[src/uartrx_pkg.sv]
// ----------------------------------------------------------------------------
// uartrx_pkg
// Shared types and constants of the 8N1 receiver with receive FIFO.
// ----------------------------------------------------------------------------
package uartrx_pkg;

  // default receive FIFO depth
  localparam int unsigned FIFO_DEPTH = 16;

  // configuration reset values
  localparam logic [7:0] BIT_PERIOD_RST   = 8'd205;
  localparam logic [7:0] FIRST_SAMPLE_RST = 8'd254;

  // data bits per frame, and the sample count that ends a frame
  localparam logic [3:0] DATA_BITS = 4'd8;

  // configuration register index
  localparam int unsigned CFG_IDX_W = 1;

  typedef enum logic [CFG_IDX_W-1:0] {
    CFG_BIT_PERIOD   = 1'b0,
    CFG_FIRST_SAMPLE = 1'b1
  } cfg_idx_e;

  // input item: one tick
  typedef struct packed {
    logic rx_line;
    logic read_req;
  } uartrx_in_t;

  // result item
  typedef struct packed {
    logic       read_valid;
    logic [7:0] read_byte;
    logic       available;
    logic       byte_dropped;
  } uartrx_out_t;

  // per-tick status from the receive FIFO
  typedef struct packed {
    logic pop_ok;
    logic dropped;
    logic avail;
  } uartrx_fifo_stat_t;

endpackage

[src/uart_rx_with_fifo_core.sv]
// ----------------------------------------------------------------------------
// uart_rx_with_fifo_core
// 8N1 receiver advanced by one timer tick per item, with a receive FIFO.
//
//   channel  direction  handshake              payload
//   in       input      in_valid_i/in_stall_o  rx_line, read_req
//   out      output     out_valid_o/out_stall_i read_valid, read_byte,
//                                              available, byte_dropped
//   cfg      input      cfg_we_i               cfg_idx_i, cfg_wdata_i
//
// One tick is accepted every cycle while in_stall_o is low; its result passes
// through the registered FIFO read and then the output register.
// Reset clears all control state; the FIFO storage needs no clearing pass.
// out_stall_i holds the result and the FIFO-read stage; in_stall_o rises
// only when both are occupied and the output cannot move.
// ----------------------------------------------------------------------------
module uart_rx_with_fifo_core #(
  parameter int unsigned FifoDepth = uartrx_pkg::FIFO_DEPTH
) (
  input  logic                                clk_i,
  input  logic                                rst_ni,
  input  logic                                in_valid_i,
  output logic                                in_stall_o,
  input  uartrx_pkg::uartrx_in_t              in_data_i,
  output logic                                out_valid_o,
  input  logic                                out_stall_i,
  output uartrx_pkg::uartrx_out_t             out_data_o,
  input  logic                                cfg_we_i,
  input  logic [uartrx_pkg::CFG_IDX_W-1:0]    cfg_idx_i,
  input  logic [7:0]                          cfg_wdata_i
);
  import uartrx_pkg::*;

  logic [7:0] bit_period_q, first_sample_q;
  logic       line_prev_q;
  logic       receiving_q, receiving_d;
  logic [7:0] tick_q, tick_d;
  logic [3:0] bit_q, bit_d;
  logic [7:0] shift_q, shift_d;
  logic       push;

  logic              in_acc;
  logic              s1_valid_q, s1_adv;
  uartrx_fifo_stat_t s1_stat_q, fifo_stat;
  logic [7:0]        fifo_rd;
  logic              out_valid_q;
  uartrx_out_t       out_q;

  // handshake: the read stage moves on when the output is free or taken
  assign s1_adv     = s1_valid_q && (!out_valid_q || !out_stall_i);
  assign in_stall_o = s1_valid_q && !s1_adv;
  assign in_acc     = in_valid_i && !in_stall_o;

  // configuration writes
  always_ff @(posedge clk_i or negedge rst_ni) begin
    if (!rst_ni) begin
      bit_period_q   <= BIT_PERIOD_RST;
      first_sample_q <= FIRST_SAMPLE_RST;
    end else if (cfg_we_i) begin
      case (cfg_idx_e'(cfg_idx_i))
        CFG_BIT_PERIOD:   bit_period_q   <= cfg_wdata_i;
        CFG_FIRST_SAMPLE: first_sample_q <= cfg_wdata_i;
        default: ;
      endcase
    end
  end

  // frame timing and bit sampling for one tick
  always_comb begin
    receiving_d = receiving_q;
    tick_d      = tick_q;
    bit_d       = bit_q;
    shift_d     = shift_q;
    push        = 1'b0;
    if (!receiving_q) begin
      if (line_prev_q && !in_data_i.rx_line) begin
        receiving_d = 1'b1;
        tick_d      = first_sample_q;
        bit_d       = '0;
      end
    end else if (tick_q != '0) begin
      tick_d = tick_q - 8'd1;
    end else begin
      tick_d = bit_period_q;
      if (bit_q < DATA_BITS) begin
        bit_d   = bit_q + 4'd1;
        shift_d = {in_data_i.rx_line, shift_q[7:1]};
      end else begin
        receiving_d = 1'b0;
        push        = 1'b1;
      end
    end
  end

  // receiver state
  always_ff @(posedge clk_i or negedge rst_ni) begin
    if (!rst_ni) begin
      line_prev_q <= 1'b1;
      receiving_q <= 1'b0;
      tick_q      <= '0;
      bit_q       <= '0;
      shift_q     <= '0;
    end else if (in_acc) begin
      line_prev_q <= in_data_i.rx_line;
      receiving_q <= receiving_d;
      tick_q      <= tick_d;
      bit_q       <= bit_d;
      shift_q     <= shift_d;
    end
  end

  // receive FIFO
  uartrx_fifo #(
    .Depth (FifoDepth)
  ) u_fifo (
    .clk_i       (clk_i),
    .rst_ni      (rst_ni),
    .en_i        (in_acc),
    .pop_i       (in_acc && in_data_i.read_req),
    .push_i      (in_acc && push),
    .push_data_i (shift_q),
    .stat_o      (fifo_stat),
    .rd_data_o   (fifo_rd)
  );

  // read stage valid
  always_ff @(posedge clk_i or negedge rst_ni) begin
    if (!rst_ni) begin
      s1_valid_q <= 1'b0;
    end else if (in_acc) begin
      s1_valid_q <= 1'b1;
    end else if (s1_adv) begin
      s1_valid_q <= 1'b0;
    end
  end

  // read stage status
  always_ff @(posedge clk_i) begin
    if (in_acc) begin
      s1_stat_q <= fifo_stat;
    end
  end

  // output register valid
  always_ff @(posedge clk_i or negedge rst_ni) begin
    if (!rst_ni) begin
      out_valid_q <= 1'b0;
    end else if (s1_adv) begin
      out_valid_q <= 1'b1;
    end else if (!out_stall_i) begin
      out_valid_q <= 1'b0;
    end
  end

  // output register payload
  always_ff @(posedge clk_i) begin
    if (s1_adv) begin
      out_q.read_valid   <= s1_stat_q.pop_ok;
      out_q.read_byte    <= s1_stat_q.pop_ok ? fifo_rd : 8'd0;
      out_q.available    <= s1_stat_q.avail;
      out_q.byte_dropped <= s1_stat_q.dropped;
    end
  end

  assign out_valid_o = out_valid_q;
  assign out_data_o  = out_q;

`ifndef SYNTH
  // input stalls only with a loaded read stage that cannot move
  a_stall_cause: assert property (@(posedge clk_i) disable iff (!rst_ni)
    in_stall_o |-> s1_valid_q && out_valid_q && out_stall_i)
    else $error("input stalled without a blocked pipeline");

  // a drop never pairs with a pop in the same tick
  a_drop_no_pop: assert property (@(posedge clk_i) disable iff (!rst_ni)
    out_valid_o && out_data_o.byte_dropped |-> !out_data_o.read_valid)
    else $error("byte dropped on a popping tick");

  // no popped byte means a zero byte
  a_byte_zero: assert property (@(posedge clk_i) disable iff (!rst_ni)
    out_valid_o && !out_data_o.read_valid |-> out_data_o.read_byte == 8'd0)
    else $error("nonzero byte without a pop");

  // bit counter never runs past the stop sample
  a_bit_range: assert property (@(posedge clk_i) disable iff (!rst_ni)
    receiving_q |-> bit_q <= DATA_BITS)
    else $error("bit counter out of range");
`endif

endmodule

[src/uartrx_fifo.sv]
// ----------------------------------------------------------------------------
// uartrx_fifo
// Receive FIFO: pop before push in one tick, registered read data.
// ----------------------------------------------------------------------------
module uartrx_fifo #(
  parameter int unsigned Depth = uartrx_pkg::FIFO_DEPTH
) (
  input  logic                          clk_i,
  input  logic                          rst_ni,
  input  logic                          en_i,
  input  logic                          pop_i,
  input  logic                          push_i,
  input  logic [7:0]                    push_data_i,
  output uartrx_pkg::uartrx_fifo_stat_t stat_o,
  output logic [7:0]                    rd_data_o
);
  import uartrx_pkg::*;

  localparam int unsigned PtrW = (Depth > 1) ? $clog2(Depth) : 1;
  localparam int unsigned CntW = $clog2(Depth + 1);
  localparam logic [PtrW-1:0] LastPtr = PtrW'(Depth - 1);
  localparam logic [CntW-1:0] FullCnt = CntW'(Depth);

  logic [7:0]      mem_q [Depth];
  logic [7:0]      rd_q;
  logic [PtrW-1:0] head_q, head_d;
  logic [PtrW-1:0] tail_q, tail_d;
  logic [CntW-1:0] count_q, count_d;
  logic            pop_ok, push_ok;

  // pop first, so a full FIFO still takes a push on a popping tick
  assign pop_ok  = pop_i && (count_q != '0);
  assign push_ok = push_i && ((count_q != FullCnt) || pop_ok);

  // pointer and count update
  always_comb begin
    head_d = head_q;
    tail_d = tail_q;
    if (pop_ok) begin
      head_d = (head_q == LastPtr) ? '0 : head_q + PtrW'(1);
    end
    if (push_ok) begin
      tail_d = (tail_q == LastPtr) ? '0 : tail_q + PtrW'(1);
    end
    case ({push_ok, pop_ok})
      2'b10:   count_d = count_q + CntW'(1);
      2'b01:   count_d = count_q - CntW'(1);
      default: count_d = count_q;
    endcase
  end

  assign stat_o.pop_ok  = pop_ok;
  assign stat_o.dropped = push_i && !push_ok;
  assign stat_o.avail   = (count_d != '0);
  assign rd_data_o      = rd_q;

  // control registers
  always_ff @(posedge clk_i or negedge rst_ni) begin
    if (!rst_ni) begin
      head_q  <= '0;
      tail_q  <= '0;
      count_q <= '0;
    end else if (en_i) begin
      head_q  <= head_d;
      tail_q  <= tail_d;
      count_q <= count_d;
    end
  end

  // storage: write at tail, registered read at head
  always_ff @(posedge clk_i) begin
    if (push_ok) begin
      mem_q[tail_q] <= push_data_i;
    end
    if (en_i) begin
      rd_q <= mem_q[head_q];
    end
  end

`ifndef SYNTH
  // never more entries than the depth
  a_count_range: assert property (@(posedge clk_i) disable iff (!rst_ni)
    count_q <= FullCnt)
    else $error("fifo count above depth");

  // a drop only happens with a full FIFO and no pop
  a_drop_full: assert property (@(posedge clk_i) disable iff (!rst_ni)
    stat_o.dropped |-> (count_q == FullCnt) && !pop_ok)
    else $error("byte dropped while FIFO had room");

  // pointers agree when the FIFO is empty
  a_empty_ptr: assert property (@(posedge clk_i) disable iff (!rst_ni)
    (count_q == '0) |-> (head_q == tail_q))
    else $error("empty FIFO with unequal pointers");
`endif

endmodule

[config.mk]
export PLATFORM = sky130hd
export DESIGN_NAME = uart_rx_with_fifo_core
export DESIGN_NICKNAME = d
export VERILOG_FILES = /design/src/uartrx_pkg.sv /design/src/uart_rx_with_fifo_core.sv /design/src/uartrx_fifo.sv
export SDC_FILE = /design/constraint.sdc
export NUM_CORES = 1
export LEC_CHECK = 0
export ABC_CLOCK_PERIOD_IN_PS = 9900
export BUFFER_PORTS_ARGS = -buffer_cell sky130_fd_sc_hd__clkbuf_2
export CORE_AREA = 5 5 137 139
export DETAILED_ROUTE_END_ITERATION = 12
export DIE_AREA = 0 0 142 144
export GPL_TIMING_DRIVEN = 0
export PLACE_DENSITY = 0.65
export SYNTH_ARGS = -nofsm -noshare
export SYNTH_HDL_FRONTEND = slang
export SYNTH_SLANG_ARGS = --single-unit
[constraint.sdc]
create_clock -name clk_i -period 9.9 [get_ports clk_i]
set_clock_uncertainty 0.1 [all_clocks]
set_input_delay 1.485 -clock clk_i [delete_from_list [all_inputs] [get_ports clk_i]]
set_output_delay 1.485 -clock clk_i [all_outputs]
set_load 0.02 [all_outputs]
==> impl_metrics.csv, run 1 <==
group,metric,value,unit
logic_synthesis,synth_area_leaders,"edfxtp_1 (53%), dfrtp_1 (12%), mux4_2 (11%)",
routing,dr_total_vias,4580,
clocking,cts_resized,0,
sta,slew_headroom,50.7,%
setup_path,crit_path_start_kind,"primary input",
global_route,grt_overflow_total,0,
clocking,cts_tree,"built",
setup_path,end_kind,"register",
routing,viasPerCell,5.78,
logic_synthesis,yosysWarnings,0,
routing,drc_errors,0,
global_route,grt_max_degree,54,
routing,met1_length,6930,µm
floorplan,die_w,142,µm
pwr,p_leak,3.32,nW
pwr,max-vdd-ir-drop,0.109,mV
logic_synthesis,ys_ff_latch,203,
worst_hold_path,worstHoldEndpoint,"out_data_o[1]",
floorplan,core_area,17500,µm²
routing,firstDrtPassIters,4,
logic_synthesis,synthFlopType,"edfxtp_1",
clocking,cts_inserted_buffers,22,
clocking,post-cts-setup-buffers,0,
logic_synthesis,syn_area,8480,µm²
global_route,antenna_found_initial,0,
logic_synthesis,ys_async_sr_fraction,26.1,%
worst_hold_path,hp-class,"register to register",
clocking,cts_root_buf,"clkbuf_16",
logic_synthesis,synth_edf_count,150,
clocking,h-tree-depth,1,
logic_synthesis,yosysUniqueCellTypes,60,
setup_path,worstPathArrival,4.13,ns
logic_synthesis,yosysTopAreaCellShare,53.1,%
logic_synthesis,synthCells,494,
placement,dp_hpwl,10800,µm
routing,drt.antenna.violating_nets,0,
clocking,cts.sinks,203,
logic_synthesis,seq_area_frac_synth,68.9,%
setup_path,path_max_fanout,9,
setup_path,crit_type,"primary input to register",
cells_and_area,drive_gt1_share,27.9,%
flow_run,cap_violations,0,
sta,rsz0062_at_grt,"no",
setup_path,r2r_slack,6.15,ns
cells_and_area,area_delta_synth_final,14.1,%
floorplan,die_y,144,µm
clocking,postCtsHoldBufs,0,
sta,whs,0.343,ns
pwr,power_density,230,nW/µm²
floorplan,start_util,48.4,%
placement,place_congestion,0.823,
floorplan,num_io_pins,29,
logic_synthesis,syn_nets,522,
worst_hold_path,min_path_cells,0,
cells_and_area,nets,576,
routing,routed.top_layer,"met4",
sta,slew_violations,0,
floorplan,rows,49,
logic_synthesis,avgSynthCellArea,17.2,µm²
floorplan,dieArea,20400,µm²
routing,wirelength,16300,µm
setup_path,critPathRequiredTime,10.02,ns
clocking,clkSlewWorstSetupHoldPaths,0.06,ns
sta,worstMarginPinSlew,0.735,ns
sta,finalSetupTns,0,ns
sta,finalCritPeriodShare,40.5,%
routing,drt-initial-drc-count,386,
routing,wl_per_cell,20.5,µm
global_route,grt_pass1_wl,26300,µm
status,outcome,"finished clean",
clocking,insertion_delay,0.49,ns
sta,setup_violations,0,
setup_path,r2r_cells,11,
worst_hold_path,min_from,"s1_stat_q[0]",
routing,wl_met3,980,µm
sta,period_needed,4.01,ns
global_route,grt_pass1_vias,4689,
routing,wl_met2,8120,µm
logic_synthesis,synth_area_leader_cell,"edfxtp_1",
cells_and_area,diodes,0,
clocking,clock_path_buffers,3,
sta,finalHoldViolCount,0,
placement,io_buffers,28,
setup_path,r2r_start,"tick_q[0]",
sta,max_freq,249,MHz
setup_path,r2r-end,"s1_stat_q[0]",
global_route,grtUsageTotal,16.5,%
==> placed cells by master, fill, tap and decap left out, drive strengths merged, types with 5 or more instances in the layout <==
cell and n:
a21oi 16, and2 16, and3 6, buf 7
clkbuf 72, clkinv 6, dfrtp 40, dfstp 13
edfxtp 150, ha 11, inv 11, mux2 27
mux4 40, nand2 24, nand3 9, nor2 10
nor3 10, nor3b 5, nor4 5, o21ai 26
==> metrics by stage <==
stage	instances	instance area [µm²]	power, mW	utilization (%)	setup slack [ns]
6_report	792	9680	2.23	55.2	5.89
5_1_grt	792	9680	2.33	55.2	5.70
4_1_cts	791	9660	2.25	55.1	5.95
3_5_place_dp	752	8920	1.42	50.9	5.43
3_3_place_gp	751	8910	1.41	50.8	5.57
2_1_floorplan	494	8480	1.32	-	5.91
==> where the power goes <==
part / switching, mW / internal (mW) / total (mW)
clock network: 0.313 / 0.513 / 0.827
logic: 0.195 / 0.173 / 0.368
registers: 0.0585 / 0.978 / 1.04
==> cells in the mapped netlist (3+ instances only) <==
master    number
a211oi_1       3
a21o_1         3
a21oi_1       16
a31oi_1        3
and2_1        16
and3_1         6
and4_1         4
buf_2          3
clkbuf_1      12
dfrtp_1       40
dfstp_2       13
edfxtp_1     150
ha_1          11
inv_1         11
mux2_2        24
mux2_4         3
mux4_2        40
nand2_1       24
nand2b_1       4
nand3_1        9
nor2_1         9
nor2b_1        4
nor3_1         8
nor3b_1        5
nor4_1         3
o21ai_0       26
xnor2_1        4
==> sequential cells by signal, summed over array words and instances (netlist names) <==
name              count
u_fifo.tail_q         4
s1_stat_q             3
out_data_o           11
line_prev_q           1
tick_q                8
u_fifo.rd_data_o      8
bit_q                 4
u_fifo.head_q         4
receiving_q           1
bit_period_q          8
s1_valid_q            1
u_fifo.count_q        5
shift_q               8
u_fifo.mem_q        128
first_sample_q        8
out_valid_o           1
==> area by class of cell <==
| class | instances | area (µm²) |
|---|---|---|
| fill | 1387 | 7850 |
| sequential | 203 | 5850 |
| multi-input combinational | 262 | 2510 |
| clock buffer | 32 | 661 |
| tap | 229 | 287 |
| timing repair buffer | 30 | 168 |
| clock inverter | 7 | 83.8 |
| buffer | 17 | 77.6 |
| inverter | 12 | 45.0 |
==> how the worst max path moves through the flow <==
stage / startpoint / endpoint / slack [ns] / depth (start not counted)
3_3_place_gp: out_stall_i / s1_stat_q[0] / 5.57 / 11
5_1_grt: out_stall_i / s1_stat_q[0] / 5.70 / 11
6_report: out_stall_i / s1_stat_q[0] / 5.89 / 11
3_5_place_dp: out_stall_i / s1_stat_q[0] / 5.43 / 11
2_1_floorplan: out_stall_i / s1_stat_q[0] / 5.91 / 10
4_1_cts: out_stall_i / s1_stat_q[0] / 5.95 / 11
==> worst max-delay path, cell delays in order <==
cell and delay [ns]:
clkbuf_2 0.10, nand3_1 0.21, inv_1 0.11, a211o_1 0.37
nor2_1 0.35, fa_1 0.29, a21o_1 0.13, a21oi_1 0.11
or3_2 0.41, a2111oi_0 0.48, a211oi_1 0.07
==> metal layers <==
metal  track usage (%)  vias to the layer above
li1                  -                     2065
met1              23.6                     2352
met2              27.3                      139
met3              2.51                       24
met4              3.84                        0
met5                 0                        -
==> cell families (layout without fill, tap and decap cells) <==
kind of cell | after synthesis | count (layout) | share of synthesized area, %
flops | 203 | 203 | 68.9
simple gates | 105 | 105 | 7.43
compound gates | 70 | 70 | 5.16
mux | 69 | 69 | 14.6
buf+inv | 29 | 98 | 1.45
fa+ha+maj | 12 | 12 | 1.86
xor+xnor | 6 | 6 | 0.619
Note: power is estimated with default switching activity, not from simulation.
==> run 2, diff against run 1 <==
- ABC_CLOCK_PERIOD_IN_PS: 9900 -> 4100
- clock period: 9.9 -> 4.1 ns (I/O delays scaled with it)
==> run 2 against run 1 <==
Against the previous run: final area rose by 0.10%; clock power increased by 140%; flip-flop and latch count unchanged; critical path depth is the same; sequential power up 140%; hold slack got worse by 0.095 ns; clock-buffer cell count stayed put; via count is 0.35% higher; global-route usage is the same; non-clock buffer count increased by 1; register-to-register slack got worse by 5.8 ns; first-iteration DRC count rose by 11%.
==> impl_metrics.csv, run 2 (synthesized netlist as in run 1, its figures left out) <==
group,metric,value,unit
status,outcome,"finished clean",
clocking,post-cts-setup-buffers,0,
setup_path,critPathMaxStageDelay,0.53,ns
floorplan,die_w,142,µm
clocking,cts_tree,"built",
routing,dr_total_vias,4596,
worst_hold_path,min_from,"in_data_i[1]",
clocking,cts.sinks,203,
floorplan,start_util,48.4,%
routing,drc_errors,0,
clocking,clkSlewWorstSetupHoldPaths,0.06,ns
cells_and_area,drive_gt1_share,27.8,%
sta,finalHoldViolCount,0,
worst_hold_path,hp-class,"primary input to register",
setup_path,crit_path_start_kind,"register",
routing,viasPerCell,5.80,
cells_and_area,final_area,9690,µm²
cells_and_area,area_delta_synth_final,14.2,%
worst_hold_path,min_path_cells,3,
placement,place_congestion,0.823,
cells_and_area,fin_cells,793,
sta,setup_violations,0,
placement,io_buffers,28,
clocking,clock_path_buffers,3,
cells_and_area,top_register,"u_fifo.mem_q",
pwr,finalPower,5.39,mW
pwr,p_leak,3.33,nW
global_route,grt_overflow_total,0,
floorplan,rows,49,
clocking,cts_resized,0,
floorplan,core_area,17500,µm²
worst_hold_path,worstHoldEndpoint,"line_prev_q",
sta,period_needed,3.74,ns
sta,slew_headroom,51.0,%
cells_and_area,utilization,55.3,%
clocking,cts_root_buf,"clkbuf_16",
routing,wirelength,16300,µm
setup_path,end_kind,"register",
pwr,max-vdd-ir-drop,0.265,mV
sta,finalCritPeriodShare,91.2,%
setup_path,r2r_cells,11,
floorplan,die_y,144,µm
setup_path,crit_type,"register to register",
cells_and_area,layout_commonest_cell,"edfxtp_1",
floorplan,dieArea,20400,µm²
global_route,antenna_found_initial,0,
setup_path,path_buf_inv,1,
routing,wl_per_cell,20.5,µm
floorplan,num_io_pins,29,
clocking,postCtsHoldBufs,0,
setup_path,path_max_fanout,8,
pwr,power_density,556,nW/µm²
routing,firstDrtPassIters,5,
cells_and_area,diodes,0,
setup_path,r2r_slack,0.36,ns
placement,placed_cells,752,
placement,place_area,8920,µm²
flow_run,cap_violations,0,
setup_path,crit_slowest_cell,"or3b_2",
routing,drt.antenna.violating_nets,0,
sta,max_freq,267,MHz
clocking,cts_inserted_buffers,22,
setup_path,path_delay_family,"simple AND/OR/NAND/NOR gates",
sta,finalSetupTns,0,ns
setup_path,critPathRequiredTime,4.23,ns
cells_and_area,final_cell_mix,"edfxtp_1 (150), mux4_2 (40), dfrtp_1 (40)",
sta,rsz0062_at_grt,"no",
sta,slew_violations,0,
cells_and_area,largest_reg_flops,128,
global_route,grt_max_degree,54,
setup_path,r2r_start,"tick_q[0]",
placement,dp_hpwl,10800,µm
global_route,grtUsageTotal,16.5,%
setup_path,cp_common_cell,"ha_1",
clocking,h-tree-depth,1,
setup_path,r2r-end,"s1_stat_q[0]",
setup_path,path_cells,"inv_1, ha_1, or3b_2, nor3_4, nor2_1, ha_1, a21o_1, a21oi_1, or3_2, a2111oi_0, a211oi_1",
global_route,grt_pass1_wl,26300,µm
clocking,insertion_delay,0.49,ns
routing,drt-initial-drc-count,427,
cells_and_area,nets,577,
setup_path,worstPathArrival,3.87,ns
global_route,grt_pass1_vias,4689,
sta,worstMarginPinSlew,0.730,ns
==> run 2: changes by cell type in the layout (fill, tap and decap cells not counted), sizes merged <==
cell / previous run / this run
dlygate4sd3: 0 / 1
==> run 2: per-stage QoR <==
step | hold slack [ns] | setup slack [ns]
global route | 0.259 | 0.164
CTS | 0.228 | 0.411
detailed placement | 0.324 | 0.427
floorplan | 0.219 | 0.791
global placement | 0.310 | 0.504
finish | 0.247 | 0.361
==> run 2: final cells by class <==
cell class / instances / area [µm²]
Buffer: 17 / 77.6
Multi-Input combinational cell: 262 / 2510
Inverter: 12 / 45.0
Tap cell: 229 / 287
Clock buffer: 32 / 661
Fill cell: 1386 / 7840
Clock inverter: 7 / 83.8
Sequential cell: 203 / 5850
Timing Repair Buffer: 31 / 178
==> run 2: worst max path at each step <==
stage                          from           end  slack, ns  depth (start not counted)
after floorplan           tick_q[0]  s1_stat_q[0]       0.79                         11
after global placement    tick_q[0]  s1_stat_q[0]       0.50                         11
after detailed placement  tick_q[0]  s1_stat_q[0]       0.43                         11
after CTS                 tick_q[0]  s1_stat_q[0]       0.41                         11
after global routing      tick_q[0]  s1_stat_q[0]       0.16                         11
final                     tick_q[0]  s1_stat_q[0]       0.36                         11
==> run 2: metal layers <==
metal	vias to the layer above	track usage [%]	wire, µm	share of wire (%)
li1	2077	-	-	-
met1	2390	23.6	7180	44
met2	107	27.3	8110	50
met3	22	2.51	767	4.7
met4	0	3.84	218	1.3
met5	-	0	0	0
==> run 2: power breakdown <==
group / switching, mW / internal, mW / total, mW
Clock: 0.759 / 1.24 / 2.00
Combinational: 0.474 / 0.418 / 0.892
Sequential: 0.141 / 2.36 / 2.50
==> run 2: worst reg2reg max path: cells and delay by family, from the launching register on <==
kind	cells	cell delay (ns)
simple gates	4	1.47
fa+ha+maj	2	0.58
compound gates	4	0.77
flops	1	0.41
buf+inv	1	0.13
==> run 3, diff against run 2 <==
- REMOVE_ABC_BUFFERS: unset -> 1
==> run 3 against run 2 <==
Against the previous run: critical path depth is the same; clock-buffer cell count is 7 lower; total power is 2.5% lower; register-to-register slack better by 0.02 ns; hold slack better by 0.0045 ns; final cell count shrank 2.3%; via count is 4.5% lower; wire length fell by 6.6%; highest routed layer unchanged; final area down 1.1%.
==> impl_metrics.csv, run 3 (synthesized netlist as in run 1, its figures left out) <==
group,metric,value,unit
floorplan,dieArea,20400,µm²
clocking,h-tree-depth,1,
worst_hold_path,min_from,"in_data_i[1]",
worst_hold_path,min_path_cells,3,
setup_path,worstPathArrival,3.85,ns
floorplan,start_util,48.4,%
sta,period_needed,3.72,ns
global_route,grt_pass1_wl,25000,µm
setup_path,r2r_start,"tick_q[0]",
routing,drt-initial-drc-count,269,
floorplan,core_area,17500,µm²
pwr,power_density,549,nW/µm²
worst_hold_path,hp-class,"primary input to register",
routing,wirelength,15200,µm
floorplan,die_w,142,µm
sta,finalCritPeriodShare,90.8,%
floorplan,die_y,144,µm
clocking,clkSlewWorstSetupHoldPaths,0.06,ns
routing,viasPerCell,5.66,
cells_and_area,nets,560,
status,outcome,"finished clean",
sta,finalSetupTns,0,ns
sta,slew_violations,0,
routing,drt.antenna.violating_nets,0,
sta,setup_violations,0,
clocking,insertion_delay,0.49,ns
sta,max_freq,269,MHz
pwr,power.internal,3.92,mW
pwr,seqPwrFrac,50.0,%
floorplan,rows,49,
sta,finalHoldViolCount,0,
pwr,power_switching,1.34,mW
global_route,grt_overflow_total,0,
placement,place_congestion,0.847,
sta,whs,0.252,ns
cells_and_area,area_delta_synth_final,13.0,%
flow_run,cap_violations,0,
clocking,cts_root_buf,"clkbuf_16",
global_route,grtUsageTotal,15.5,%
routing,firstDrtPassIters,5,
cells_and_area,drive_gt1_share,28.8,%
placement,placed_cells,736,
clocking,cts_tree,"built",
clocking,post-cts-setup-buffers,0,
setup_path,crit_path_start_kind,"register",
cells_and_area,final_area,9590,µm²
cells_and_area,final_cell_mix,"edfxtp_1 (150), mux4_2 (40), dfrtp_1 (38)",
sta,slew_headroom,39.4,%
worst_hold_path,worstHoldEndpoint,"line_prev_q",
placement,dp_hpwl,10000,µm
global_route,grt_max_degree,54,
sta,worstMarginPinSlew,0.909,ns
placement,io_buffers,28,
setup_path,critPathRequiredTime,4.23,ns
cells_and_area,top_register,"u_fifo.mem_q",
global_route,grt_pass1_vias,4568,
cells_and_area,diodes,0,
pwr,max-vdd-ir-drop,0.350,mV
cells_and_area,largest_reg_flops,128,
clocking,cts.sinks,203,
setup_path,r2r_slack,0.38,ns
setup_path,r2r_cells,11,
setup_path,path_max_fanout,8,
cells_and_area,fin_cells,775,
floorplan,num_io_pins,29,
routing,drc_errors,0,
pwr,clkPwrFrac,36.1,%
sta,rsz0062_at_grt,"no",
routing,wl_per_cell,19.6,µm
clocking,cts_resized,0,
setup_path,r2r-end,"s1_stat_q[0]",
clocking,cts_inserted_buffers,21,
pwr,switching_share,25.4,%
pwr,p_leak,3.26,nW
cells_and_area,layout_commonest_cell,"edfxtp_1",
routing,dr_total_vias,4387,
global_route,antenna_found_initial,0,
setup_path,crit_type,"register to register",
clocking,clock_path_buffers,3,
pwr,finalPower,5.26,mW
pwr,pwr-share-comb,14.0,%
placement,place_area,8860,µm²
setup_path,end_kind,"register",
-- run 3: cell types whose count changed in the layout (fill, tap and decap cells not counted), moves of 2 or more --
cell | previous run | this run
buf_2 | 4 | 1
clkbuf_1 | 17 | 3
clkbuf_16 | 24 | 21
clkbuf_8 | 4 | 1
clkinv_2 | 4 | 6
clkinvlp_4 | 0 | 3
dfrtp_1 | 40 | 38
dfrtp_2 | 0 | 2
-- run 3: worst max-delay path, stage by stage, from the launching register on --
cell and delay (ns):
dfrtp_1 0.41, inv_1 0.13, ha_1 0.18, or3b_2 0.55, nor3_4 0.37, nor2_1 0.20
ha_1 0.39, a21o_1 0.13, a21oi_1 0.10, or3_2 0.41, a2111oi_0 0.40, a211oi_1 0.09
-- run 3: final cells by class --
class | instances | area [µm²]
well taps | 229 | 287
clock buffers | 25 | 551
repair buffers | 32 | 198
multi-input cells | 262 | 2510
flip-flops and latches | 203 | 5850
inverters | 12 | 45.0
clock inverters | 12 | 143
fillers | 1430 | 7950
-- run 3: worst max path at each step --
stage / startpoint / to / slack, ns / cells after the start
2_1_floorplan: tick_q[0] / s1_stat_q[0] / 0.79 / 11
3_3_place_gp: tick_q[0] / s1_stat_q[0] / 0.46 / 11
3_5_place_dp: tick_q[0] / s1_stat_q[0] / 0.40 / 11
4_1_cts: tick_q[0] / s1_stat_q[0] / 0.41 / 11
5_1_grt: tick_q[0] / s1_stat_q[0] / 0.16 / 11
6_report: tick_q[0] / s1_stat_q[0] / 0.38 / 11
-- run 3: power groups by stage --
stage / combinational, mW / sequential (mW) / clock, mW
3_5_place_dp: 0.739 / 2.67 / 0
3_3_place_gp: 0.640 / 2.73 / 0
6_report: 0.734 / 2.63 / 1.90
4_1_cts: 0.739 / 2.63 / 1.94
5_1_grt: 0.817 / 2.67 / 2.04
2_1_floorplan: 0.524 / 2.64 / 0
-- run 3: through the flow --
step / worst slack, ns / util, %
after floorplan: 0.791 / -
after detailed placement: 0.397 / 50.5
after global routing: 0.159 / 54.7
after CTS: 0.405 / 54.5
after global placement: 0.458 / 50.4
final: 0.379 / 54.7
-- run 3: per-layer routing --
metal,global-route usage (%),wire (µm)
met5,0,0
met1,22.5,6860
met4,3.89,260
met2,25.2,7430
met3,2.35,660
-- run 3: timing repair --
item                                   CTS  global route
endpoints found under the hold margin    0            12
hold buffers                             0             1
setup endpoints to repair                0             0
